<file path="src/assert_macros.svh">
// ----------------------------------------------------------------------------
// assert_macros.svh
// Shared concurrent assertion macros; empty when SYNTH is defined.
// ----------------------------------------------------------------------------
`ifndef ASSERT_MACROS_SVH
`define ASSERT_MACROS_SVH

`ifndef SYNTH
// Property must hold on every clock edge outside reset.
`define ASSERT_CLK(lbl, clk, rst_n, prop, msg) \
	lbl: assert property (@(posedge clk) disable iff (!rst_n) prop) else $error(msg);
// Expression must never be true outside reset.
`define ASSERT_NEVER(lbl, clk, rst_n, expr, msg) \
	lbl: assert property (@(posedge clk) disable iff (!rst_n) !(expr)) else $error(msg);
`else
`define ASSERT_CLK(lbl, clk, rst_n, prop, msg)
`define ASSERT_NEVER(lbl, clk, rst_n, expr, msg)
`endif

`endif

</file>
<file path="src/lzts_pkg.sv">
// ----------------------------------------------------------------------------
// lzts_pkg
// Types and constants shared by the LZ77 token scanner modules.
// ----------------------------------------------------------------------------
package lzts_pkg;

	localparam int unsigned CNT_W   = 25;
	localparam int unsigned TGT_W   = 24;
	localparam int unsigned DISP_W  = 12;
	localparam int unsigned LEN_W   = 5;
	localparam int unsigned KIND_W  = 2;

	// token kinds
	localparam logic [KIND_W-1:0] KIND_LIT = 2'd0;
	localparam logic [KIND_W-1:0] KIND_MAT = 2'd1;
	localparam logic [KIND_W-1:0] KIND_END = 2'd2;

	localparam logic [LEN_W-1:0] LEN_BIAS    = 5'd3;
	localparam logic [3:0]       FLAG_TOKENS = 4'd8;
	localparam logic [CNT_W-1:0] CNT_MAX     = {CNT_W{1'b1}};

	typedef struct packed {
		logic              emit;
		logic [KIND_W-1:0] kind;
		logic [7:0]        literal;
		logic [LEN_W-1:0]  length;
		logic [DISP_W-1:0] disp;
		logic [CNT_W-1:0]  total;
		logic [CNT_W-1:0]  consumed;
		logic              last;
	} lzts_result_t;

endpackage

</file>
<file path="src/lzts_core.sv">
// ----------------------------------------------------------------------------
// lzts_core
// Scanner state and per-beat token decode; yields at most one result a beat.
// ----------------------------------------------------------------------------
`include "assert_macros.svh"

module lzts_core (
	input  logic                 clk,
	input  logic                 arst_n,
	input  logic                 beat,
	input  logic [7:0]           data_byte,
	input  logic                 stream_start,
	output lzts_pkg::lzts_result_t res
);
	import lzts_pkg::*;

	localparam logic [2:0] PH_IDLE   = 3'd0;
	localparam logic [2:0] PH_HEADER = 3'd1;
	localparam logic [2:0] PH_FLAG   = 3'd2;
	localparam logic [2:0] PH_TOKEN  = 3'd3;
	localparam logic [2:0] PH_MATCH2 = 3'd4;
	localparam logic [2:0] PH_DONE   = 3'd5;

	logic [2:0]       phase_q,    phase_nxt;
	logic [1:0]       hdr_cnt_q,  hdr_cnt_nxt;
	logic [TGT_W-1:0] target_q,   target_nxt;
	logic [7:0]       flags_q,    flags_nxt;
	logic [3:0]       tokens_q,   tokens_nxt;
	logic [7:0]       mhb_q,      mhb_nxt;
	logic [CNT_W-1:0] total_q,    total_nxt;
	logic [CNT_W-1:0] consumed_q, consumed_nxt;

	logic             tok_done;
	logic [LEN_W-1:0] tok_add;
	logic [LEN_W-1:0] mat_len;
	logic [CNT_W-1:0] consumed_inc;

	assign mat_len      = {1'b0, mhb_q[7:4]} + LEN_BIAS;
	assign consumed_inc = (consumed_q == CNT_MAX) ? consumed_q : consumed_q + 1'b1;

	always_comb begin
		phase_nxt    = phase_q;
		hdr_cnt_nxt  = hdr_cnt_q;
		target_nxt   = target_q;
		flags_nxt    = flags_q;
		tokens_nxt   = tokens_q;
		mhb_nxt      = mhb_q;
		total_nxt    = total_q;
		consumed_nxt = consumed_q;
		tok_done     = 1'b0;
		tok_add      = '0;
		res          = '0;

		if (beat) begin
			if (stream_start) begin
				// restart: this beat is the ignored type byte
				phase_nxt    = PH_HEADER;
				hdr_cnt_nxt  = 2'd1;
				target_nxt   = '0;
				flags_nxt    = '0;
				tokens_nxt   = '0;
				mhb_nxt      = '0;
				total_nxt    = '0;
				consumed_nxt = '0;
			end else begin
				unique case (phase_q)
					PH_HEADER: begin
						case (hdr_cnt_q)
							2'd1:    target_nxt[7:0]   = data_byte;
							2'd2:    target_nxt[15:8]  = data_byte;
							2'd3:    target_nxt[23:16] = data_byte;
							default: ;
						endcase
						hdr_cnt_nxt = hdr_cnt_q + 2'd1;
						if (hdr_cnt_nxt == 2'd0) begin
							if (target_nxt == '0) begin
								phase_nxt    = PH_DONE;
								res.emit     = 1'b1;
								res.kind     = KIND_END;
								res.last     = 1'b1;
								res.total    = total_q;
								res.consumed = consumed_q;
							end else begin
								phase_nxt = PH_FLAG;
							end
						end
					end
					PH_FLAG: begin
						consumed_nxt = consumed_inc;
						flags_nxt    = data_byte;
						tokens_nxt   = FLAG_TOKENS;
						phase_nxt    = PH_TOKEN;
					end
					PH_TOKEN: begin
						consumed_nxt = consumed_inc;
						if (!flags_q[7]) begin
							tok_done    = 1'b1;
							tok_add     = LEN_W'(1);
							res.kind    = KIND_LIT;
							res.literal = data_byte;
						end else begin
							mhb_nxt   = data_byte;
							phase_nxt = PH_MATCH2;
						end
					end
					PH_MATCH2: begin
						consumed_nxt = consumed_inc;
						tok_done     = 1'b1;
						tok_add      = mat_len;
						res.kind     = KIND_MAT;
						res.length   = mat_len;
						res.disp     = {mhb_q[3:0], data_byte};
					end
					default: ;
				endcase

				// close out a literal or match token
				if (tok_done) begin
					total_nxt  = total_q + CNT_W'(tok_add);
					flags_nxt  = {flags_q[6:0], 1'b0};
					tokens_nxt = (tokens_q == 4'd0) ? tokens_q : tokens_q - 4'd1;
					if (total_nxt >= {1'b0, target_q}) begin
						phase_nxt = PH_DONE;
						res.last  = 1'b1;
					end else begin
						phase_nxt = (tokens_nxt == 4'd0) ? PH_FLAG : PH_TOKEN;
					end
					res.emit     = 1'b1;
					res.total    = total_nxt;
					res.consumed = consumed_nxt;
				end
			end
		end
	end

	always_ff @(posedge clk or negedge arst_n) begin
		if (!arst_n) begin
			phase_q    <= PH_IDLE;
			hdr_cnt_q  <= '0;
			target_q   <= '0;
			flags_q    <= '0;
			tokens_q   <= '0;
			mhb_q      <= '0;
			total_q    <= '0;
			consumed_q <= '0;
		end else begin
			phase_q    <= phase_nxt;
			hdr_cnt_q  <= hdr_cnt_nxt;
			target_q   <= target_nxt;
			flags_q    <= flags_nxt;
			tokens_q   <= tokens_nxt;
			mhb_q      <= mhb_nxt;
			total_q    <= total_nxt;
			consumed_q <= consumed_nxt;
		end
	end

	// a final token parks the scanner until the next stream start
	`ASSERT_CLK(a_last_parks, clk, arst_n, beat && res.emit && res.last |=> phase_q == PH_DONE, "last token did not park scanner")
	// matches always carry a biased length and no literal byte
	`ASSERT_CLK(a_match_shape, clk, arst_n, res.emit && res.kind == KIND_MAT |-> res.length >= LEN_BIAS && res.literal == 8'd0, "malformed match result")
	// last only once the target is met
	`ASSERT_CLK(a_last_target, clk, arst_n, res.emit && res.last && res.kind != KIND_END |-> res.total >= {1'b0, target_q}, "last before target reached")
	// byte count only moves back on a stream restart
	`ASSERT_CLK(a_cons_mono, clk, arst_n, beat && !stream_start |=> consumed_q >= $past(consumed_q), "consumed count went backwards")

endmodule

</file>
<file path="src/lz77_token_stream_scanner_unit.sv">
// ----------------------------------------------------------------------------
// lz77_token_stream_scanner_unit - LZ77 compressed byte stream token scanner
// Latency: a result is on the token port the cycle after its final byte beat.
// Throughput: one byte beat per cycle, stalled while an untaken token waits.
// Reset: arst_n clears scanner state to idle and empties the output register.
// ----------------------------------------------------------------------------
module lz77_token_stream_scanner_unit (
	input  logic                        clk,
	input  logic                        arst_n,
	// byte channel
	input  logic                        data_valid,
	output logic                        data_ready,
	input  logic [7:0]                  data_byte,
	input  logic                        stream_start,
	// token channel
	output logic                        token_valid,
	input  logic                        token_ready,
	output logic [lzts_pkg::KIND_W-1:0] token_kind,
	output logic [7:0]                  literal_value,
	output logic [lzts_pkg::LEN_W-1:0]  match_length,
	output logic [lzts_pkg::DISP_W-1:0] match_displacement,
	output logic [lzts_pkg::CNT_W-1:0]  decoded_total,
	output logic [lzts_pkg::CNT_W-1:0]  bytes_consumed,
	output logic                        last
);
	import lzts_pkg::*;

	logic         beat;
	lzts_result_t res;
	logic         valid_q;
	lzts_result_t out_q;

	// Take a new byte whenever the output slot is free or being drained this
	// cycle, so a full register never holds the stream back by a bubble.
	assign data_ready = !valid_q || token_ready;
	assign beat       = data_valid && data_ready;

	lzts_core u_core (
		.clk          (clk),
		.arst_n       (arst_n),
		.beat         (beat),
		.data_byte    (data_byte),
		.stream_start (stream_start),
		.res          (res)
	);

	// Output valid: set by a result-bearing beat, cleared once taken.
	always_ff @(posedge clk or negedge arst_n) begin
		if (!arst_n) begin
			valid_q <= 1'b0;
		end else if (beat && res.emit) begin
			valid_q <= 1'b1;
		end else if (token_ready) begin
			valid_q <= 1'b0;
		end
	end

	// Payload: loaded only with a fresh result; no reset needed.
	always_ff @(posedge clk) begin
		if (beat && res.emit) begin
			out_q <= res;
		end
	end

	assign token_valid        = valid_q;
	assign token_kind         = out_q.kind;
	assign literal_value      = out_q.literal;
	assign match_length       = out_q.length;
	assign match_displacement = out_q.disp;
	assign decoded_total      = out_q.total;
	assign bytes_consumed     = out_q.consumed;
	assign last               = out_q.last;

endmodule
</file>
<file path="config.mk">
export PLATFORM = sky130hd
export DESIGN_NAME = lz77_token_stream_scanner_unit
export DESIGN_NICKNAME = d
export VERILOG_FILES = /design/src/lzts_pkg.sv /design/src/lzts_core.sv /design/src/lz77_token_stream_scanner_unit.sv
export VERILOG_INCLUDE_DIRS = /design/src /design/src/src
export SDC_FILE = /design/constraint.sdc
export NUM_CORES = 1
export LEC_CHECK = 0
export ABC_CLOCK_PERIOD_IN_PS = 10300
export BUFFER_PORTS_ARGS = -buffer_cell sky130_fd_sc_hd__buf_4
export CORE_MARGIN = 1
export CORE_UTILIZATION = 42
export DETAILED_ROUTE_END_ITERATION = 7
export GPL_TIMING_DRIVEN = 0
export PLACE_DENSITY_LB_ADDON = 0.25
export SLEW_MARGIN = 10
export SYNTH_ARGS = -nofsm -noshare
export SYNTH_HDL_FRONTEND = slang
export SYNTH_SLANG_ARGS = --single-unit
</file>
<file path="constraint.sdc">
create_clock -name clk -period 10.3 [get_ports clk]
set_clock_uncertainty 0.2 [all_clocks]
set_input_delay 1.545 -clock clk [delete_from_list [all_inputs] [get_ports clk]]
set_output_delay 1.545 -clock clk [all_outputs]
set_load 0.005 [all_outputs]
</file>
=== Yosys cells after proc, flatten, opt, wreduce, memory -nomap -nowiden ===
Cells that the tools add are included.

* Word-level logic and storage cells: 123
* Output and inout port bits: 80
* Input port bits: 13
* Register bits after elaboration: 178

* Bitwise operators: 3
* Reduce and logical (&&, ||, !) cells: 24
* Equal/unequal tests: 10
* Multiplexer cells: 64
* $lt $le $gt $ge: 1
* Add/sub/neg operators: 5

{| class="wikitable"
|+ Operators by type and width
! cell !! count
|-
| 2-to-1 mux 51 bit || 4
|-
| 2-to-1 mux 8 bit || 20
|-
| 2-to-1 mux 79 bit || 2
|-
| 2-to-1 mux 25 bit || 5
|-
| 2-to-1 mux 24 bit || 2
|-
| adder 25 x 1 -> 25 bit (second input constant) || 1
|-
| adder 25 x 5 -> 25 bit || 1
|-
| == test 25 bit (second input constant) || 1
|-
| greater-or-equal comparator 25 x 24 -> 1 bit || 1
|-
| zero test 24 bit || 1
|-
| 2-to-1 mux 3 bit || 8
|-
| 2-to-1 mux 17 bit || 1
|-
| 2-to-1 mux 4 bit || 4
|-
| 2-to-1 mux 1 bit || 10
|-
| 2-to-1 mux 5 bit || 2
|-
| case mux 5 bit (2 select lines) || 1
|-
| nonzero test 2 bit || 5
|-
| case mux 3 bit (3 select lines) || 1
|-
| zero test 4 bit || 2
|-
| != test 4 x 2 -> 1 bit (second input constant) || 2
|-
| == test 3 x 2 -> 1 bit (second input constant) || 2
|-
| case mux 2 bit (3 select lines) || 1
|-
| AND reduction 2 bit || 3
|-
| OR reduction 3 bit || 2
|-
| 20 further kinds || 25
|}

=== Logic depth before layout (Yosys ltp) ===
Gate-level depths: netlist of run 1.

* Depth in word-level cells: 15
* Depth in mapped cells: 18

=== Modules after synthesis ===
Synthesis of run 1 repeated with hierarchy kept, for this count alone.

* Cell total of the unflattened synthesis: 970
* Area, all modules: 9,730.6 µm²

{| class="wikitable"
|+ Modules (own cells, without submodules)
! module !! times used !! sequential area each (µm²) !! area an instance (µm²) !! cells an instance
|-
| lzts_core || 1 || 2,477.4 || 7,319.5 || 886
|-
| lz77_token_stream_scanner_unit || 1 || 2,367.3 || 2,411.1 || 84
|}

=== Worst setup path before layout of run 1 ===
OpenSTA, ideal clock, no wires.

* Kind: input-to-reg
* From: input port data_byte[7]
* To: register out_q (netlist bit bytes_consumed[0]) (enable)
* Buffers on the path: 2
* Setup slack: 4,900 ps
* Stages on the path: 8
* Arrival: 4,761 ps
* Required time: 9,662 ps
* Setup time: 438 ps
* Cells stage by stage: clkbuf_1 -> or4b_2 -> o21ai_0 -> o2111ai_2 -> nor2_4 -> nand2_4 -> buf_2 -> nand2_1

* Word-level cells in the longest chain between the ends: 12
* Elaborated cells between the ends (all ways): 20
* Those cells by class: mux (18); reduce/logical (2)

{| class="wikitable"
|+ Ends and longest elaborated chain
! what !! line !! source
|-
| start, declared || lz77_token_stream_scanner_unit.sv:13 || <nowiki>input logic [7:0] data_byte,</nowiki>
|-
| 2-to-1 mux 8 bit || lzts_core.sv:68 || <nowiki>case (hdr_cnt_q)</nowiki>
|-
| 2-to-1 mux 8 bit || lzts_core.sv:66 || <nowiki>unique case (phase_q)</nowiki>
|-
| 2-to-1 mux 8 bit || lzts_core.sv:55 || <nowiki>if (stream_start) begin</nowiki>
|-
| 2-to-1 mux 8 bit || lzts_core.sv:54 || <nowiki>if (beat) begin</nowiki>
|-
| zero test 24 bit * || lzts_core.sv:76 || <nowiki>if (target_nxt == '0) begin</nowiki>
|-
| 2-to-1 mux 3 bit * || lzts_core.sv:76 ||
|-
| 2-to-1 mux 3 bit * || lzts_core.sv:75 || <nowiki>if (hdr_cnt_nxt == 2'd0) begin</nowiki>
|-
| 2-to-1 mux 1 bit * || lzts_core.sv:66 ||
|-
| 2-to-1 mux 1 bit * || lzts_core.sv:118 || <nowiki>if (tok_done) begin</nowiki>
|-
| 2-to-1 mux 79 bit * || lzts_core.sv:55 ||
|-
| 2-to-1 mux 79 bit * || lzts_core.sv:54 ||
|-
| logical AND 1 bit * || lz77_token_stream_scanner_unit.sv:60 || <nowiki>if (beat && res.emit) begin</nowiki>
|-
| end signal, assigned || lz77_token_stream_scanner_unit.sv:61 || <nowiki>out_q <= res;</nowiki>
|-
| end, declared || lz77_token_stream_scanner_unit.sv:31 || <nowiki>lzts_result_t out_q;</nowiki>
|}

Mark *: on every way between the ends. The rest lies on a longest branch, timed or not. The select of a mux whose other input is x is not followed.
A chain may end at the register's enable or synchronous reset.

=== Worst setup path in the final report of run 1 ===
* From: register u_core.phase_q[1]
* To: register out_q (netlist bit last) (data pin)

* Word-level cells in the longest chain between the ends: 8
* Elaborated cells between the ends (all ways): 14
* Those cells by class: add/sub (1); order compare (1); eq/ne (3); mux (9)

{| class="wikitable"
|+ Ends and longest elaborated chain
! what !! line !! source
|-
| start, declared || lzts_core.sv:24 || <nowiki>logic [2:0] phase_q, phase_nxt;</nowiki>
|-
| start signal, assigned || lzts_core.sv:147 || <nowiki>phase_q <= phase_nxt;</nowiki>
|-
| == test 3 bit / == test 3 x 2 -> 1 bit (equally long branches) || lzts_core.sv:66 ||
|-
| case mux 5 bit (2 select lines) || lzts_core.sv:66 ||
|-
| 2-to-1 mux 5 bit || lzts_core.sv:55 ||
|-
| 2-to-1 mux 5 bit || lzts_core.sv:54 ||
|-
| adder 25 x 5 -> 25 bit || lzts_core.sv:119 || <nowiki>total_nxt = total_q + CNT_W'(tok_add);</nowiki>
|-
| greater-or-equal comparator 25 x 24 -> 1 bit || lzts_core.sv:122 || <nowiki>if (total_nxt >= {1'b0, target_q}) begin</nowiki>
|-
| 2-to-1 mux 1 bit || lzts_core.sv:122 ||
|-
| 2-to-1 mux 51 bit * || lzts_core.sv:118 ||
|}

Marked as above.

==> out/qor.yml, run 1 <==
worst_setup_path:
  worstPathCellList: "buf_2 -> or3b_1 -> buf_2 -> o22ai_1 -> ha_1 -> a21o_1 -> a21oi_1 -> o21ai_1 -> nand3_1 -> xnor2_1 -> ha_1 -> o21ai_0 -> nor2_1 -> a2111oi_0 -> a211oi_1 -> nor3_1 -> o21ai_0"
  path_class: "reg -> reg"
  end_kind: "register"
  arrival_ns: 5.44
  slowest_stage: "o21ai_1"
  reg2reg_depth: 17
  critPathLaunchType: "register"
  crit_fanout: 10
  cpPeakStageDelay_ns: 0.61
  required_ns: 10.23
pwr:
  peakVddDrop_mv: 0.0899
  power_leakage_nw: 4.87
  power_density_nw_per_um2: 195
  total_power_mw: 2.19
global_route:
  grt-ovfl-total: 0
  grt_usage_pct: 24.3
  grt_pass1_vias: 7756
  grt_pass1_wl_um: 43900
  antenna_found_initial: 0
  grt_max_degree: 101
sta:
  worstMarginPinSlew_ns: 0.976
  tns_ns: 0
  rsz0062_at_grt: "no"
  slew-limit-headroom_pct: 34.9
  finalHoldViolCount: 0
  slew_viol_final: 0
  hold_ws_ns: 0.284
  setup_violations: 0
  max_freq_mhz: 181
  fin_crit_ns: 5.51
  post-route-period-util_pct: 53.5
place:
  port_buffers: 84
  gp_congestion: 0.890
  dp_hpwl_um: 19300
outcome:
  status: "finished, final reports clean"
cts:
  cts_sinks: 178
  clk_pin_slew_ns: 0.07
  cts_buffer_depth: 2
  cts.hold.buffers_added: 0
  clock_latency_ns: 0.44
  post_cts_resized: 0
  cts_max_level: 4
  cts_made_buffers: 17
  cts_setup_buffers: 0
  cts_root_buf: "clkbuf_16"
  cts_tree: "done"
final_layout:
  num-fill-cells: 2073
  seq_area_um2: 4840
  diodes: 0
  multi_input_comb_area_um2: 4350
  area_growth_pct: 16.4
  layout.nets: 1104
  layout-drive-gt1-share_pct: 13.5
routing:
  drc: 0
  viasPerCell: 6.01
  ant_nets: 0
  wire_per_inst_um: 20.4
  vias: 8128
  drtPass1Iterations: 5
  drt_wl_total_um: 27500
  first_iter_violations: 813
synthesis:
  synth_edf_count: 78
  synthFlopType: "dfrtp_1"
  syn-instance-count: 951
  synth_warnings: 0
  yosysUniqueCellTypes: 75
  synth_seq_cells: 178
  syn_area_um2: 9670
  synth_top_area_share_pct: 25.9
  seq_area_frac_synth_pct: 50.1
  synth_largest_area_cell: "dfrtp_1"
  ys_async_sr_fraction_pct: 56.2
  avgSynthCellArea_um2: 10.2
  syn-num-nets: 1000
  synthTopCellsByArea: "dfrtp_1 26%, edfxtp_1 24%, a22o_1 4.7%, ha_1 4.5%, nand2_1 3.4%"
floorplanning:
  die-height_um: 154
  start_util_pct: 42.7
  die_area_um2: 23600
  die_x_um: 154
  core_area_um2: 22600
  row_count: 55
  pin_count: 93
min_path:
  hold_class: "reg -> reg"
  holdPathStages: 2
run:
  maxCapViolations: 0
-- final cells by class --
| class | instances | share of cell area [%] |
|---|---|---|
| sequential | 178 | 43.0 |
| multi-input combinational | 658 | 38.7 |
| clock buffer | 21 | 3.91 |
| tap | 285 | 3.17 |
| timing repair buffer | 85 | 5.81 |
| buffer | 63 | 2.49 |
| inverter | 52 | 1.78 |
| clock inverter | 11 | 1.16 |
-- logic make-up after synthesis --
kind of cell	synth area share (%)
buf+inv	4.97
simple gates	16.7
fa+ha+maj	4.74
compound gates	20.1
mux	1.15
flops	50.1
xor+xnor	2.26
-- metal layers --
| metal | track usage (%) | vias up | share of wire (%) | routed length, um |
|---|---|---|---|---|
| met1 | 33.1 | 3969 | 44 | 12100 |
| li1 | - | 3765 | - | - |
| met2 | 38.4 | 337 | 47 | 12900 |
| met5 | 0 | - | 0 | 0 |
| met3 | 4.03 | 57 | 6.6 | 1820 |
| met4 | 10.0 | 0 | 2.7 | 744 |
-- synthesized netlist by cell type (all sizes together) (6+ instances only) --
cell type	n
buf	21
a21oi	41
o31ai	27
ha	35
nand3	32
and2	17
a22oi	6
inv	51
xor2	12
or3	10
or4	7
a211oi	6
a21o	15
a22o	52
nand4	14
and3	29
mux2i	10
nor3	21
dfrtp	100
nor2	52
nor4	9
o22ai	7
and4	8
nand2	89
clkbuf	42
edfxtp	78
xnor2	13
a31oi	19
o21ai	64
-- flip-flops by register name (all words and copies together), names as in the netlist --
| register | flops |
|---|---|
| u_core.phase_q | 3 |
| match_displacement | 12 |
| u_core.mhb_q | 8 |
| u_core.target_q | 24 |
| u_core.consumed_q | 25 |
| decoded_total | 25 |
| u_core.hdr_cnt_q | 2 |
| literal_value | 8 |
| token_valid | 1 |
| token_kind | 2 |
| match_length | 5 |
| u_core.tokens_q | 4 |
| u_core.total_q | 25 |
| bytes_consumed | 25 |
| u_core.flags_q | 8 |
| last | 1 |
-- cells in the final DEF, fill, tap and decap left out, drive strengths merged, types with 3 or more instances in the layout --
cell type  instances
a211o              5
a211oi             6
a21o              15
a21oi             41
a22o              52
a22oi              6
a311oi             5
a31oi             19
a32o               3
a41oi              3
and2              17
and3              29
and4               8
buf              106
clkbuf            63
clkinv             5
clkinvlp           3
dfrtp            100
edfxtp            78
ha                35
inv               53
mux2i             10
nand2             89
nand3             32
nand3b             5
nand4             14
nor2              52
nor3              21
nor3b              5
nor4               9
o211ai             3
o21a               3
o21ai             64
o21bai             5
o22ai              7
o31ai             27
or3               10
or4                7
xnor2             13
xor2              12
-- critical path: cells and delay by family (launching register included) --
family,cells,cell delay [ns]
adders and majority gates,2,0.51
DFF,1,0.36
xor gates and xnor gates,1,0.33
and+or+nand+nor,4,1.24
buffers and inverters,2,0.36
AOI/OAI and AO/OA,8,2.20
-- where the power goes --
part / internal, mW / switching (mW)
sequential: 0.837 / 0.0614
clock: 0.360 / 0.287
combinational: 0.235 / 0.410
total: 1.43 / 0.758
-- metrics by stage --
step / utilization (%) / std cells / cell area, um2 / worst slack [ns]
after floorplan: - / 951 / 9670 / 4.90
after global placement: 47.1 / 1320 / 10700 / 3.24
after detailed placement: 47.2 / 1321 / 10700 / 4.83
after CTS: 49.7 / 1353 / 11300 / 4.82
after global routing: 49.7 / 1353 / 11300 / 4.37
final: 49.7 / 1353 / 11300 / 4.79
-- final timing paths --
| check | startpoint | end | slack (ns) |
|---|---|---|---|
| worst max-delay path | u_core.phase_q[1] | last | 4.79 |
| worst min-delay path | u_core.flags_q[0] | u_core.flags_q[0] | 0.28 |
| worst max register to register | u_core.phase_q[1] | last | 4.79 |
| worst min register to register | u_core.flags_q[0] | u_core.flags_q[0] | 0.28 |
| max in group asynchronous | arst_n | u_core.total_q[7] | 8.22 |
| min in group asynchronous | arst_n | u_core.flags_q[4] | 1.04 |
Power figures use the tool's default switching activity.
==> run 2: changes to the inputs <==
Settings changed: ABC_AREA set to 1, ABC_CLOCK_PERIOD_IN_PS 10300 to 4800.
Clock period 10.3 ns to 4.8 ns, I/O delays scaled along.
==> out/qor.yml, run 2 <==
outcome:
  status: "finished with violations"
  violations: "DRC"
floorplanning:
  row_count: 55  # unchanged
  die-height_um: 154  # about the same
  die_area_um2: 23600  # -0.17%
  core_area_um2: 22600  # -0.30%
  pin_count: 93  # unchanged
  die_x_um: 154  # about the same
  start_util_pct: 42.8  # +0.058 points
final_layout:
  multi_input_comb_area_um2: 4000  # -8.2%
  layout-drive-gt1-share_pct: 12.8  # -0.69 points
  layout.nets: 1302  # +18%
  final_cell_mix: "237 x nand2_1, 168 x inv_1, 119 x o21ai_0, 100 x dfrtp_1, 95 x nor2_1"
  area_growth_pct: 18.1
  num-fill-cells: 2155  # +4.0%
  final_cell_area_um2: 11400  # +1.3%
  diodes: 0  # unchanged
  final_common_cell: "nand2_1"
  final_util_pct: 50.5  # +0.78 points
  seq_area_um2: 4840  # unchanged
synthesis:
  synth_edf_count: 78  # unchanged
  yosysMostFrequentCell: "nand2_1"
  synthTopCellsByArea: "dfrtp_1 26%, edfxtp_1 24%, nand2_1 9.3%, inv_1 6.5%, o21ai_0 6.2%"
  ys_async_sr_fraction_pct: 56.2  # unchanged
  synth_top_area_share_pct: 25.9  # +0.044 points
  synth_warnings: 0  # unchanged
  syn-instance-count: 1142  # +20%
  syn-num-nets: 1191  # +19%
  ys_top_cells_by_count: "238 x nand2_1, 168 x inv_1, 120 x o21ai_0, 100 x dfrtp_1, 96 x nor2_1"
  yosysUniqueCellTypes: 37  # -51%
  seq_area_frac_synth_pct: 50.2  # +0.084 points
  avgSynthCellArea_um2: 8.45  # -17%
  synth_largest_area_cell: "dfrtp_1"
  syn_area_um2: 9650  # -0.17%
  synth_seq_cells: 178  # unchanged
  synthFlopType: "dfrtp_1"
pwr:
  peakVddDrop_mv: 0.290  # +220%
  power_leakage_nw: 4.96  # +1.8%
  power_density_nw_per_um2: 489  # +150%
routing:
  viasPerCell: 5.21  # -13%
  wire_per_inst_um: 15.8  # -22%
  drc: 2  # +2
  drt_wl_total_um: 24600  # -11%
  first_iter_violations: 620  # -24%
  ant_nets: 0  # unchanged
  drtPass1Iterations: 8  # +3
  vias: 8088  # -0.49%
cts:
  clk_pin_slew_ns: 0.07  # about the same
  cts_buffer_depth: 2  # unchanged
  cts.hold.buffers_added: 0  # unchanged
  clock_latency_ns: 0.44  # about the same
  cts_made_buffers: 17  # unchanged
  cts_max_level: 4  # unchanged
  cts_sinks: 178  # unchanged
  cts_root_buf: "clkbuf_16"
  cts_setup_buffers: 0  # unchanged
  cts_tree: "done"
place:
  place_ws_ns: 0.00153  # -4.83 ns
  gp_congestion: 0.898  # +0.92%
  port_buffers: 91  # +8.3%
  dpl-instance-area_um2: 10700  # +0.41%
  dp_hpwl_um: 17700  # -8.2%
worst_setup_path:
  path_class: "reg -> reg"
  critPathLaunchType: "register"
  required_ns: 4.79  # -5.44 ns
  arrival_ns: 4.44  # -1.00 ns
  crit_fanout: 8  # -2
  end_kind: "register"
global_route:
  grt-ovfl-total: 0  # unchanged
  antenna_found_initial: 0  # unchanged
  grt_pass1_vias: 7776  # +0.26%
  grt_max_degree: 101  # unchanged
  grt_pass1_wl_um: 40200  # -8.4%
  grt_usage_pct: 21.7  # -2.6 points
sta:
  slew_viol_final: 0  # unchanged
  slew-limit-headroom_pct: 34.4  # -0.55 points
  tns_ns: 0  # unchanged
  finalHoldViolCount: 0  # unchanged
  layout_setup_ws_ns: 0.354  # -4.44 ns
  post-route-period-util_pct: 92.6  # +39 points
  rsz0062_at_grt: "no"
  setup_violations: 0  # unchanged
  fin_crit_ns: 4.45  # -1.06 ns
  worstMarginPinSlew_ns: 0.984  # +0.00832 ns
  max_freq_mhz: 225  # +24%
run:
  maxCapViolations: 0  # unchanged
min_path:
  hold_class: "in -> async"
==> run 2: cell types whose count changed after synthesis, sizes merged, moves of 32 or more <==
| cell | delta |
|---|---|
| xor2 | +32 |
| nand2 | +152 |
| a22o | -52 |
| nor2 | +46 |
| o22ai | +40 |
| o21ai | +70 |
| inv | +117 |
==> run 2: cells by family (layout without fill, tap and decap cells) <==
logic type,count (synthesis),count (layout),synth area share [%]
buffers and inverters,209,333,8.52
flip-flops,178,178,50.2
AO/OA/AOI/OAI,232,232,13.2
adder cells (fa/ha/maj),36,36,4.74
AND/OR/NAND/NOR,441,441,19.1
XOR/XNOR,46,46,4.17
==> run 2: power by group <==
group | internal [mW] | leakage (nW) | switching (mW)
clock | 0.943 | 0.320 | 0.658
sequential | 1.87 | 2.10 | 0.210
combinational | 0.635 | 2.54 | 1.26
==> run 2: critical path: stages (launching register included) <==
cell and delay [ns]:
dfrtp_1 0.43, nor3_1 0.24, inv_2 0.14, o21ai_1 0.25
ha_1 0.24, fa_1 0.22, nand2_1 0.07, nand2_1 0.11
nand3_1 0.12, nand2_1 0.16, nand2_1 0.11, nor2_2 0.19
inv_1 0.06, nor2_1 0.11, xor2_1 0.29, ha_1 0.32
a21oi_1 0.16, o21ai_0 0.10, a21oi_1 0.12, nand2_1 0.08
nand3_1 0.07, nand3_1 0.17, o21a_1 0.24
==> run 2: timing repair <==
item                                    CTS  global route
gates resized for setup                   1             2
gates cloned                              0             0
endpoints found under the setup margin    1             4
endpoints found under the hold margin     0             0
==> run 2: cell type report <==
type / count / share of cell area (%)
Buffer: 39 / 1.61
Sequential cell: 178 / 42.5
Timing Repair Buffer: 92 / 6.27
Tap cell: 285 / 3.13
Clock buffer: 17 / 3.73
Clock inverter: 15 / 2.11
Inverter: 170 / 5.60
Multi-Input combinational cell: 755 / 35.1
==> run 2: layer usage <==
metal  vias up  global-route usage (%)  wire length (um)
met1      3820                    30.4             11800
met2       225                    34.5             11200
met4         0                    5.90               301
met3        27                    3.89              1250
met5         -                       0                 0
li1       4016                       -                 -
==> run 2: worst paths after layout <==
check                                        from                     to  slack (ns)  depth (start not counted)
worst max-delay path            u_core.phase_q[0]                   last        0.35                         22
worst min-delay path                       arst_n  u_core.consumed_q[15]        0.17                          1
worst max register to register  u_core.phase_q[0]                   last        0.35                         22
worst min register to register    u_core.mhb_q[2]        u_core.mhb_q[2]        0.29                          2
max in group asynchronous                  arst_n     u_core.total_q[23]        3.53                          1
min in group clk                  u_core.mhb_q[2]        u_core.mhb_q[2]        0.29                          2
==> run 2: metrics by stage <==
| stage | instances | total power [mW] | hold slack (ns) |
|---|---|---|---|
| after floorplan | 1142 | 3.40 | 0.224 |
| after global placement | 1518 | 3.93 | 0.267 |
| after detailed placement | 1519 | 3.97 | 0.278 |
| after CTS | 1551 | 5.58 | 0.246 |
| after global routing | 1551 | 5.96 | 0.282 |
| final | 1551 | 5.57 | 0.173 |
